<file path="src/rtl/tt_pkg.sv">
// types, constants and codes shared by the transposition table modules
`timescale 1ns / 1ps
`default_nettype none

package tt_pkg;

    localparam int TABLE_ENTRIES = 4096;
    localparam int IDX_W = (TABLE_ENTRIES > 1) ? $clog2(TABLE_ENTRIES) : 1;

    localparam int KEY_W = 64;
    localparam int MOD_W = 13;
    localparam int STEP_BITS = 8;
    localparam int STEPS = KEY_W / STEP_BITS;
    localparam int STEP_CNT_W = (STEPS > 1) ? $clog2(STEPS) : 1;

    localparam logic [1:0] KIND_INSERT = 2'd0;
    localparam logic [1:0] KIND_LOOKUP = 2'd1;
    localparam logic [1:0] KIND_CLEAR  = 2'd2;

    localparam logic [1:0] BOUND_EXACT = 2'd0;
    localparam logic [1:0] BOUND_UPPER = 2'd1;
    localparam logic [1:0] BOUND_LOWER = 2'd2;

    localparam logic CFG_ENTRIES_IN_USE = 1'b0;
    localparam logic CFG_UNKNOWN_VALUE  = 1'b1;

    localparam logic [MOD_W-1:0] ENTRIES_RESET = 13'd4096;
    localparam logic [15:0]      UNKNOWN_RESET = 16'h8000;

    typedef struct packed {
        logic [1:0]        kind;
        logic [KEY_W-1:0]  position_key;
        logic [7:0]        search_depth;
        logic signed [15:0] score;
        logic [1:0]        bound_type;
        logic signed [15:0] alpha;
        logic signed [15:0] beta;
    } tt_req_t;

    typedef struct packed {
        logic              hit;
        logic signed [15:0] value;
    } tt_rsp_t;

    typedef struct packed {
        logic [KEY_W-1:0]   key;
        logic [7:0]         depth;
        logic signed [15:0] score;
        logic [1:0]         bound;
    } tt_entry_t;

    typedef struct packed {
        logic             we;
        logic             re;
        logic [IDX_W-1:0] addr;
        tt_entry_t        wdata;
    } tt_mem_req_t;

endpackage

`default_nettype wire

</file>
<file path="src/rtl/tt_mod_unit.sv">
// iterative remainder of the 64-bit key by the entry count, eight bits per cycle
`timescale 1ns / 1ps
`default_nettype none

module tt_mod_unit (
    input  wire logic                      clk,
    input  wire logic                      rst_n,
    input  wire logic                      start,
    input  wire logic [tt_pkg::KEY_W-1:0]  key,
    input  wire logic [tt_pkg::MOD_W-1:0]  modulus,
    output logic                           done,
    output logic [tt_pkg::MOD_W-1:0]       remainder
);
    import tt_pkg::*;

    logic                  busy_reg, busy_next;
    logic                  done_reg, done_next;
    logic [STEP_CNT_W-1:0] cnt_reg, cnt_next;
    logic [KEY_W-1:0]      shift_reg, shift_next;
    logic [MOD_W-1:0]      rem_reg, rem_next;
    logic [MOD_W-1:0]      mod_reg, mod_next;
    logic [MOD_W-1:0]      rem_step;

    always_comb
    begin
        logic [MOD_W:0] r;
        r = '0;
        rem_step = rem_reg;
        for (int i = 0; i < STEP_BITS; i++)
        begin
            r = {rem_step, shift_reg[KEY_W-1-i]};
            if (r >= {1'b0, mod_reg})
            begin
                r = r - {1'b0, mod_reg};
            end
            rem_step = r[MOD_W-1:0];
        end
    end

    always_comb
    begin
        busy_next  = busy_reg;
        done_next  = 1'b0;
        cnt_next   = cnt_reg;
        shift_next = shift_reg;
        rem_next   = rem_reg;
        mod_next   = mod_reg;
        if (start)
        begin
            busy_next  = 1'b1;
            cnt_next   = '0;
            shift_next = key;
            rem_next   = '0;
            mod_next   = modulus;
        end
        else if (busy_reg)
        begin
            rem_next   = rem_step;
            shift_next = shift_reg << STEP_BITS;
            cnt_next   = cnt_reg + 1'b1;
            if (cnt_reg == STEP_CNT_W'(STEPS - 1))
            begin
                busy_next = 1'b0;
                done_next = 1'b1;
            end
        end
    end

    always_ff @(posedge clk or negedge rst_n)
    begin
        if (!rst_n)
        begin
            busy_reg <= 1'b0;
            done_reg <= 1'b0;
            cnt_reg  <= '0;
        end
        else
        begin
            busy_reg <= busy_next;
            done_reg <= done_next;
            cnt_reg  <= cnt_next;
        end
    end

    always_ff @(posedge clk)
    begin
        shift_reg <= shift_next;
        rem_reg   <= rem_next;
        mod_reg   <= mod_next;
    end

    assign done      = done_reg;
    assign remainder = rem_reg;

endmodule

`default_nettype wire

</file>
<file path="config.mk">
export PLATFORM = sky130hd
export DESIGN_NAME = tt_mod_unit
export DESIGN_NICKNAME = d
export VERILOG_FILES = /design/src/rtl/tt_pkg.sv /design/src/rtl/tt_mod_unit.sv
export SDC_FILE = /design/constraint.sdc
export NUM_CORES = 1
export LEC_CHECK = 0
export BUFFER_PORTS_ARGS = -buffer_cell sky130_fd_sc_hd__buf_4
export CAP_MARGIN = 40
export CORE_MARGIN = 10
export CORE_UTILIZATION = 55
export DETAILED_ROUTE_END_ITERATION = 12
export PLACE_DENSITY = 0.82
export SLEW_MARGIN = 20
export SYNTH_ARGS = -nofsm -noshare
export SYNTH_HDL_FRONTEND = slang
export SYNTH_SLANG_ARGS = --single-unit
</file>
<file path="constraint.sdc">
create_clock -name clk -period 23.3 [get_ports clk]
set_input_delay 2.33 -clock clk [delete_from_list [all_inputs] [get_ports clk]]
set_output_delay 2.33 -clock clk [all_outputs]
set_load 0.005 [all_outputs]
</file>
== Yosys cells after proc, flatten, opt, wreduce, memory -nomap -nowiden ==
Index checks and enable logic that the tools add are counted.

* Input bits: 80
* Bits in registers: 95
* Output and inout port bits: 14
* Word-level logic and storage cells: 43

* Equal/unequal tests: 1
* Magnitude comparators: 8
* Mux-type cells: 18
* Add/sub/neg operators: 9
* Reductions and logical operators: 1

{| class="wikitable"
|+ Operators by type and width
! kind !! number
|-
| 64-bit 2-to-1 mux || 2
|-
| 14-bit by 13-bit greater-or-equal comparator with 1-bit output || 8
|-
| 13-bit 2-to-1 mux || 8
|-
| 13-bit subtractor || 8
|-
| 1-bit 2-to-1 mux || 6
|-
| 3-bit 2-to-1 mux || 2
|-
| 3-bit by 1-bit adder with 3-bit output (second input constant) || 1
|-
| 3-bit == test (second input constant) || 1
|-
| 2-bit nonzero test || 1
|}

== Longest topological paths before layout ==
Gate-level depths: netlist (run 1).

* Word-level depth: 16
* Mapped depth: 101
* Gate-level depth less buffers: 92

== Least setup slack after synthesis (run 1) ==
OpenSTA, ideal clock, no wires.

* Path kind: register to register
* From: reg mod_reg[11]
* To: reg rem_reg[11], in the netlist remainder[11]
* Setup slack: 3530 ps
* Clock period less this slack: 19770 ps
* Data required time: 23185 ps
* Cell stages (with the launch flop): 100
* Library setup time: 115 ps
* Arrival: 19654 ps
* Path buffers: 11
* Cells stage by stage: edfxtp_1 -> inv_1 -> ha_1 -> buf_2 -> and4_1 -> nor3_2 -> o31ai_4 -> nor3_2 -> buf_2 -> nor2_1 -> a21oi_1 -> inv_1 -> ha_1 -> a211oi_2 -> o21ai_1 -> o22a_1 -> o41ai_4 -> o311ai_4 -> (+64 left out) -> mux2i_1 -> o221a_2 -> inv_1 -> ha_1 -> nor2b_1 -> o21ai_0 -> nand2b_1 -> a221oi_1 -> nor2b_1 -> o21a_1 -> o21a_1 -> o21ai_0 -> nand2_1 -> a21o_1 -> a2111o_1 -> buf_6 -> a41o_1 -> a31o_1

* Cells in the longest elaborated chain, start to end: 16

{| class="wikitable"
|+ Ends and longest elaborated chain
! item !! line !! source
|-
| start: declaration || tt_mod_unit.sv:21 || <nowiki>logic [MOD_W-1:0] mod_reg, mod_next;</nowiki>
|-
| start signal: assignment || tt_mod_unit.sv:89 || <nowiki>mod_reg <= mod_next;</nowiki>
|-
| 13-bit subtractor / 14-bit by 13-bit greater-or-equal comparator with 1-bit output (equally long branches) || tt_mod_unit.sv:34, tt_mod_unit.sv:32 ||
|-
| 13-bit 2-to-1 mux || tt_mod_unit.sv:32 || <nowiki>if (r >= {1'b0, mod_reg})</nowiki>
|-
| 13-bit subtractor / 14-bit by 13-bit greater-or-equal comparator with 1-bit output (equally long branches) || tt_mod_unit.sv:34, tt_mod_unit.sv:32 ||
|-
| 13-bit 2-to-1 mux || tt_mod_unit.sv:32 ||
|-
| 14-bit by 13-bit greater-or-equal comparator with 1-bit output / 13-bit subtractor (equally long branches) || tt_mod_unit.sv:32, tt_mod_unit.sv:34 ||
|-
| 13-bit 2-to-1 mux || tt_mod_unit.sv:32 ||
|-
| 13-bit subtractor / 14-bit by 13-bit greater-or-equal comparator with 1-bit output (equally long branches) || tt_mod_unit.sv:34, tt_mod_unit.sv:32 ||
|-
| 13-bit 2-to-1 mux || tt_mod_unit.sv:32 ||
|-
| 13-bit subtractor / 14-bit by 13-bit greater-or-equal comparator with 1-bit output (equally long branches) || tt_mod_unit.sv:34, tt_mod_unit.sv:32 ||
|-
| 13-bit 2-to-1 mux || tt_mod_unit.sv:32 ||
|-
| 13-bit subtractor / 14-bit by 13-bit greater-or-equal comparator with 1-bit output (equally long branches) || tt_mod_unit.sv:34, tt_mod_unit.sv:32 ||
|-
| 13-bit 2-to-1 mux || tt_mod_unit.sv:32 ||
|-
| 13-bit subtractor / 14-bit by 13-bit greater-or-equal comparator with 1-bit output (equally long branches) || tt_mod_unit.sv:34, tt_mod_unit.sv:32 ||
|-
| 13-bit 2-to-1 mux || tt_mod_unit.sv:32 ||
|-
| 13-bit subtractor / 14-bit by 13-bit greater-or-equal comparator with 1-bit output (equally long branches) || tt_mod_unit.sv:34, tt_mod_unit.sv:32 ||
|-
| 13-bit 2-to-1 mux * || tt_mod_unit.sv:32 ||
|-
| end signal: assignment || tt_mod_unit.sv:88 || <nowiki>rem_reg <= rem_next;</nowiki>
|-
| end: declaration || tt_mod_unit.sv:20 || <nowiki>logic [MOD_W-1:0] rem_reg, rem_next;</nowiki>
|}

Every way passes the cells marked *; elsewhere a longest branch is shown, timed or not.
A chain may end at the register's enable or synchronous reset.

== Worst setup path after layout (run 1) ==
* From: reg mod_reg[4]
* To: reg rem_reg[0], in the netlist remainder[0]

* Cells in the longest elaborated chain, start to end: 16

{| class="wikitable"
|+ Ends and longest elaborated chain
! item !! line
|-
| 13-bit subtractor / 14-bit by 13-bit greater-or-equal comparator with 1-bit output (equally long branches) || tt_mod_unit.sv:34, tt_mod_unit.sv:32
|-
| 13-bit 2-to-1 mux || tt_mod_unit.sv:32
|-
| 13-bit subtractor / 14-bit by 13-bit greater-or-equal comparator with 1-bit output (equally long branches) || tt_mod_unit.sv:34, tt_mod_unit.sv:32
|-
| 13-bit 2-to-1 mux || tt_mod_unit.sv:32
|-
| 13-bit subtractor / 14-bit by 13-bit greater-or-equal comparator with 1-bit output (equally long branches) || tt_mod_unit.sv:34, tt_mod_unit.sv:32
|-
| 13-bit 2-to-1 mux || tt_mod_unit.sv:32
|-
| 13-bit subtractor / 14-bit by 13-bit greater-or-equal comparator with 1-bit output (equally long branches) || tt_mod_unit.sv:34, tt_mod_unit.sv:32
|-
| 13-bit 2-to-1 mux || tt_mod_unit.sv:32
|-
| 13-bit subtractor / 14-bit by 13-bit greater-or-equal comparator with 1-bit output (equally long branches) || tt_mod_unit.sv:34, tt_mod_unit.sv:32
|-
| 13-bit 2-to-1 mux || tt_mod_unit.sv:32
|-
| 13-bit subtractor / 14-bit by 13-bit greater-or-equal comparator with 1-bit output (equally long branches) || tt_mod_unit.sv:34, tt_mod_unit.sv:32
|-
| 13-bit 2-to-1 mux || tt_mod_unit.sv:32
|-
| 13-bit subtractor / 14-bit by 13-bit greater-or-equal comparator with 1-bit output (equally long branches) || tt_mod_unit.sv:34, tt_mod_unit.sv:32
|-
| 13-bit 2-to-1 mux || tt_mod_unit.sv:32
|-
| 14-bit by 13-bit greater-or-equal comparator with 1-bit output * || tt_mod_unit.sv:32
|-
| 13-bit 2-to-1 mux * || tt_mod_unit.sv:32
|}

Marked as above.

==> summary.md, run 1 <==
| Metric | Value |
|---|---|
| Largest net degree at the start of global routing | 65 |
| Outcome | finished, final reports clean |
| Inst Count DP | 1,448 |
| CTS Hold Buffers Added | 0 |
| Critical Path RT | between 20,000 and 25,000 ps |
| Core area | between 15,000 and 20,000 um2 |
| Vias per inst | 6.365 |
| CTS Sinks | 95 |
| N_diodes | 0 |
| Total gr overflow | 0 |
| Final core utilization | 0.6412 |
| Initial antenna violation count | 0 |
| P&R area growth vs syn | 13.43% |
| Worst-Skew Late Latency | 350 ps |
| Most frequent cell after synthesis | ha_1 |
| Register bit count reported by yosys | 95 |
| CP max stage delay | 600 ps |
| Largest family of logic cells by synthesized area | compound AO/OA/AOI/OAI gates |
| Post-synthesis sequential area ratio | 0.2621 |
| Synth Area in XOR/XNOR | 0.05446 |
| Netlist cell types | between 80 and 90 |
| Synth Cell Area | between 10,000 and 15,000 um2 |
| Dominant synthesized flop cell | edfxtp_1 |
| Worst-Margin Slew | ~790 ps |
| Die width | about 160 um |
| Post-Layout Cell Count | about 1,500 |
| Share of cells above drive strength 1 | 0.1978 |
| Adder-cell share of the synthesized area | 0.1444 |
| Top post-synthesis cells by count | 106 x ha_1, 80 x nor2_1, 77 x edfxtp_1, 74 x nand2_1 |
| Pre-antenna DRT Iters | 6 |
| Number of fill cells in the layout | roughly 1,500 |
| Post-Syn Nets | roughly 1,300 |
| DRT antenna net count | 0 |
| Num ports | 94 |
| Clock slew at reported path FFs | ~80 ps |
| Most used cell, CP | a21oi_1 |
| Max_slew headroom | 0.4746 |
| Synth Area in Simple Gates | 0.1734 |
| Synth Area in Compound Gates | 0.2153 |
| Worst setup path startpoint | mod_reg[4] |
| Top cells by area, synth | edfxtp_1 22%, ha_1 13%, mux2_2 7.7% |
| Setup Skew | 7.975 ps |
| CTS max path bufs | 2 |
| Routed WL | ~30,000 um |
| Max reg flops | 64 |
| Initial core utilization | 0.5652 |
| Syn_area_per_cell | between 8 and 9 um2 |
| Slowest CP cell | a2111o_1 |
| Crit path capture type | flop |
| Post-DP HPWL | about 24,000 um |
| Post-synth EDFFs | a little under 80 |
| Critical R2R Launch | mod_reg[4] |
| Synth warn | 0 |
| RD Place Congestion | around 1.0 |
| Hold_sp | cnt_reg[1] |
| Setup_tns | 0 ps |
| Drc violations | 0 |
| Die height | 156.8 um |
| Vias post-DR | about 9,400 |
| I/O Buffers | 93 |
| Full die area | around 25,000 um2 |
| Number of global-route vias before repair | between 9,000 and 10,000 |
| CTS H-tree depth | 3 |
| Max_cap viols | 0 |
| HP Class | flop to flop |
| Largest area contributor in the netlist | edfxtp_1 |
| Fmax | about 46 MHz |
| Crit path time final | around 22,000 ps |
| Root Driver | clkbuf_16 |
| Slew Limit Fails | 0 |
| Post-synthesis mux area share | 0.1067 |
| Syn Inst Count | 1,147 |
| Total CTS buffers | 9 |
| Setup violators final | 0 |
| Wire per inst | 20.42 um |
| Critical Path Start Type | flop |
| First-pass GRT wire length | ~47,000 um |
| Initial detailed-routing violation count | 744 |
| Final period util | 0.9257 |
| Post-synth ARST share | 0.05263 |
| Synth top area share | 0.2247 |
| Worst Path Max Fanout | 16 |
| Post-layout nets | around 1,400 |
| Row cnt | between 40 and 50 |
| Crit Path Category | flop to flop |
| CTS tree | yes |
| Critical Path AT | approximately 22,000 ps |
| Fin. Hold Viols | 0 |
| GRT Util Overall | 0.2400 |
[critical path: cells and delay by family, from the launching register on]
kind / cells / cell delay (ps)
flip-flops: 1 / 360
AO/OA/AOI/OAI: 54 / 12900
buffers and inverters: 6 / 1080
AND/OR/NAND/NOR: 20 / 3670
adder cells (fa/ha/maj): 8 / 2850
multiplexers: 2 / 530
[area by class of cell]
class	count	area, um2	area share
clock buffers	9	225.2	0.01929
clock inverters	7	76.32	0.006537
inverters	72	277.8	0.02379
multi-input cells	943	7176	0.6146
flip-flops and latches	95	2698	0.2311
well taps	229	286.5	0.02454
repair buffers	123	935.9	0.08016
[path summary, 6_finish.rpt]
kind | end | slack, ps | cells past startpoint
worst max-delay path | remainder[0] | 1730 | 90
worst min-delay path | cnt_reg[1] | 530 | 2
worst max register to register | remainder[0] | 1730 | 90
worst min register to register | cnt_reg[1] | 530 | 2
max in group asynchronous | done | 21430 | 1
min in group asynchronous | cnt_reg[2] | 1770 | 1
[per-layer routing]
metal | vias to the layer above | GRT usage | part of all wire | routed length [um]
li1 | 4517 | - | - | -
met1 | 4338 | 0.2893 | 0.39 | 11900
met3 | 109 | 0.04578 | 0.085 | 2578
met2 | 444 | 0.3972 | 0.46 | 14020
met4 | 0 | 0.1290 | 0.055 | 1673
met5 | - | 0 | 0 | 0
[timing repair]
| item | 4_1_cts | 5_1_grt |
|---|---|---|
| buffers inserted | 0 | 14 |
| resized for setup | 0 | 15 |
| setup endpoints to repair | 0 | 13 |
[cells in the final DEF (no fill, tap or decap), types with 10 or more instances in the layout]
| cell type | netlist | final |
|---|---|---|
| nand2_1 | 74 | 73 |
| nand4_1 | 21 | 21 |
| nand3_1 | 15 | 14 |
| mux2i_1 | 31 | 31 |
| mux2_2 | 70 | 70 |
| o22ai_1 | 12 | 11 |
| xnor2_1 | 39 | 39 |
| a31o_1 | 13 | 13 |
| nor2b_1 | 24 | 24 |
| or3_1 | 10 | 10 |
| inv_1 | 72 | 70 |
| o21a_1 | 16 | 16 |
| edfxtp_1 | 77 | 77 |
| xor2_1 | 25 | 25 |
| nor3_1 | 39 | 39 |
| nor3b_1 | 13 | 13 |
| a211oi_1 | 16 | 16 |
| a21o_1 | 21 | 21 |
| and2_1 | 16 | 15 |
| buf_4 | 5 | 122 |
| nor2_1 | 80 | 80 |
| o21ai_0 | 68 | 64 |
| dfxtp_1 | 13 | 13 |
| a21oi_1 | 72 | 72 |
| ha_1 | 106 | 106 |
| nand2b_1 | 22 | 21 |
[metrics by stage]
step / hold slack [ps] / area, um2 / worst slack [ps]
floorplan: 490.5 / 10290 / 3530
global placement: 507.0 / 11200 / 1821
detailed placement: 522.7 / 11230 / 1020
CTS: 542.0 / 11530 / 913.0
global route: 547.1 / 11670 / -15.21
finish: 531.8 / 11670 / 1732
[logic make-up after synthesis]
| family | Yosys count |
|---|---|
| AOI/OAI and AO/OA | 317 |
| adders and majority gates | 114 |
| xor gates and xnor gates | 64 |
| and+or+nand+nor | 347 |
| muxes | 101 |
| DFF | 95 |
| buffers and inverters | 109 |
Power of run 1 is not shown: default switching activity piles up to over one toggle a cycle in this logic, so the estimate is an artifact.
==> inputs of run 2 (changes only) <==
--- a/config.mk
+++ b/config.mk
@@ -5,6 +5,7 @@
 export SDC_FILE = /design/constraint.sdc
 export NUM_CORES = 1
 export LEC_CHECK = 0
+export ABC_AREA = 1
 export BUFFER_PORTS_ARGS = -buffer_cell sky130_fd_sc_hd__buf_4
 export CAP_MARGIN = 40
 export CORE_MARGIN = 10
==> constraint.sdc (replaced) <==
create_clock -name clk -period 24.1 [get_ports clk]
set_input_delay 2.41 -clock clk [delete_from_list [all_inputs] [get_ports clk]]
set_output_delay 2.41 -clock clk [all_outputs]
set_load 0.005 [all_outputs]
==> run 2 against run 1 <==
Against the previous run:
- sequential share of layout area increased by 0.78 points
- via count up 2.6%
- highest routed layer unchanged
- flip-flop and latch count did not move
- count of clock-buffer cells in the layout did not move
- design area is 3.3% lower
- utilization fell by 1.5 points
- die area fell by 1.3%
- cell count up 19%
- clock skew increased by 4.1 ps
- register-to-register slack gained 3600 ps
- first-iteration DRC count down 30%
==> summary.md, run 2 <==
| Metric | Value |
|---|---|
| Share of cells above drive strength 1 | 0.1187 |
| Largest net degree at the start of global routing | between 60 and 70 |
| Post-Syn Nets | 1,646 |
| Drc violations | 0 |
| Worst hold stages | 2 |
| WP buf/inv | 14 |
| Die width | approximately 160 um |
| Slew Limit Fails | 0 |
| Setup_tns | 0 ps |
| Post-DP HPWL | around 22,000 um |
| Number of global-route vias before repair | 9,297 |
| I/O Buffers | 93 |
| Setup Skew | 12.08 ps |
| Row cnt | 49 |
| Most used cell, CP | a21oi_1 |
| Max reg flops | 64 |
| Critical Path Start Type | flop |
| Vias per inst | around 5.5 |
| Full die area | approximately 24,000 um2 |
| Postcts setup bufs | 0 |
| Initial antenna violation count | 0 |
| Root Driver | clkbuf_16 |
| Fmax | 53.19 MHz |
| Dominant synthesized flop cell | edfxtp_1 |
| Crit path capture type | flop |
| Fin. Hold Viols | 0 |
| Critical Path RT | approximately 24,000 ps |
| Most common cell after layout, fill and taps aside | nand2_1 |
| First-pass GRT wire length | 45,640 um |
| Largest area contributor in the netlist | edfxtp_1 |
| Initial core utilization | 0.5628 |
| CTS Sinks | 95 |
| Syn Inst Count | 1,452 |
| Wire per inst | between 15 and 20 um |
| Synth top area share | 0.2279 |
| Pre-antenna DRT Iters | 5 |
| Core area | roughly 18,000 um2 |
| Post-synth ARST share | 0.05263 |
| Setup violators final | 0 |
| Most frequent cell after synthesis | nand2_1 |
| Worst reg2reg setup slack | about 5300 ps |
| Netlist cell types | 47 |
| Worst Path Max Fanout | 22 |
| Worst-Skew Late Latency | between 300 and 400 ps |
| DRT antenna net count | 0 |
| Number of fill cells in the layout | 1,674 |
| Synth Cell Area | approximately 10,000 um2 |
| Worst-Margin Slew | 797.8 ps |
| Outcome | finished, final reports clean |
| Routed WL | between 20,000 and 30,000 um |
| Syn_area_per_cell | around 7 um2 |
| Combined area of the multi-input logic cells | 6560 um2 |
| CP max stage delay | 740 ps |
| Total gr overflow | 0 |
| Worst Reg-to-Reg Cells | around 90 |
| Register bit count reported by yosys | 95 |
| CTS max path bufs | 2 |
| Post-layout nets | about 1,700 |
| Max_cap viols | 0 |
| P&R area growth vs syn | 11.31% |
| Critical Path Stages | 92 |
| Max_slew headroom | 0.4681 |
| RD Place Congestion | 0.9884 |
| Family with the most delay on the worst path | compound AO/OA/AOI/OAI gates |
| HP Class | flop to flop |
| Final period util | 0.7801 |
| Post-synthesis sequential area ratio | 0.2659 |
| GRT Util Overall | 0.2283 |
| Num ports | between 90 and 100 |
| Synth warn | 0 |
| Crit Path Category | flop to flop |
| PostCTS Resize Cnt | 0 |
| Total CTS buffers | 9 |
| Slowest CP cell | edfxtp_1 |
| Initial detailed-routing violation count | 522 |
| CTS Hold Buffers Added | 0 |
| Top post-synthesis cells by count | 526 x nand2_1, 173 x inv_1, 106 x ha_1, 94 x nand3_1, 80 x a21oi_1 |
| Post-synth EDFFs | between 70 and 80 |
| CTS tree | yes |
| Most frequent cells in the layout | 526 x nand2_1, 172 x inv_1, 106 x ha_1, 101 x buf_4, 94 x nand3_1 |
| Die height | 155.8 um |
| Sequential cell area | roughly 2700 um2 |
| N_diodes | 0 |
| Crit path time final | between 15,000 and 20,000 ps |
| RSZ-0062 raised after global routing | no |
| Vias post-DR | between 9,000 and 10,000 |
| CTS H-tree depth | 3 |
| Top cells by area, synth | edfxtp_1 23%, nand2_1 19%, ha_1 13% |
| Clock slew at reported path FFs | 80 ps |
| Critical Path AT | 19,050 ps |
[run 2: layout make-up]
class | instances | share of cell area
clock buffer | 9 | 0.01994
clock inverter | 7 | 0.006537
inverter | 184 | 0.06116
multi-input combinational | 1137 | 0.5809
sequential | 95 | 0.2389
tap | 229 | 0.02537
timing repair buffer | 101 | 0.06715
[run 2: final timing paths]
kind,from,to
min in group asynchronous,rst_n,done
worst min register to register,shift_reg[40],shift_reg[48]
worst max-delay path,mod_reg[1],remainder[8]
max in group asynchronous,rst_n,cnt_reg[1]
worst min-delay path,shift_reg[40],shift_reg[48]
worst max register to register,mod_reg[1],remainder[8]
[run 2: worst register-to-register path: cells and delay by family (launching register included)]
| kind | cells | cell delay, ps |
|---|---|---|
| buffers and inverters | 14 | 1580 |
| AND/OR/NAND/NOR | 32 | 5280 |
| AO/OA/AOI/OAI | 38 | 8220 |
| adder cells (fa/ha/maj) | 8 | 2880 |
| flip-flops | 1 | 740 |
[run 2: cells by family (layout without fill, tap and decap cells)]
logic type | count (synthesis) | in the layout | share of synthesized area
AOI/OAI and AO/OA | 194 | 194 | 0.1116
xor gates and xnor gates | 82 | 82 | 0.07079
adders and majority gates | 114 | 114 | 0.1465
buffers and inverters | 220 | 301 | 0.08744
DFF | 95 | 95 | 0.2659
and+or+nand+nor | 747 | 747 | 0.3177
[run 2: stage by stage]
stage	cell area [um2]	hold WS [ps]	std cells	util	setup WS (ps)
detailed placement	10990	497.6	1746	0.6099	5650
floorplan	10140	472.5	1452	-	8583
global route	11290	532.4	1762	0.6265	3305
finish	11290	512.0	1762	0.6265	5298
CTS	11290	512.8	1762	0.6265	5577
global placement	10970	491.9	1743	0.6086	5761
[run 2: layer usage]
| metal | track usage | part of all wire | vias to the layer above |
|---|---|---|---|
| met1 | 0.2975 | 0.44 | 4392 |
| met4 | 0.06774 | 0.023 | 0 |
| li1 | - | - | 4891 |
| met2 | 0.3830 | 0.47 | 332 |
| met3 | 0.03226 | 0.068 | 42 |
| met5 | 0 | 0 | - |
Power of run 2 is left out for the same reason.
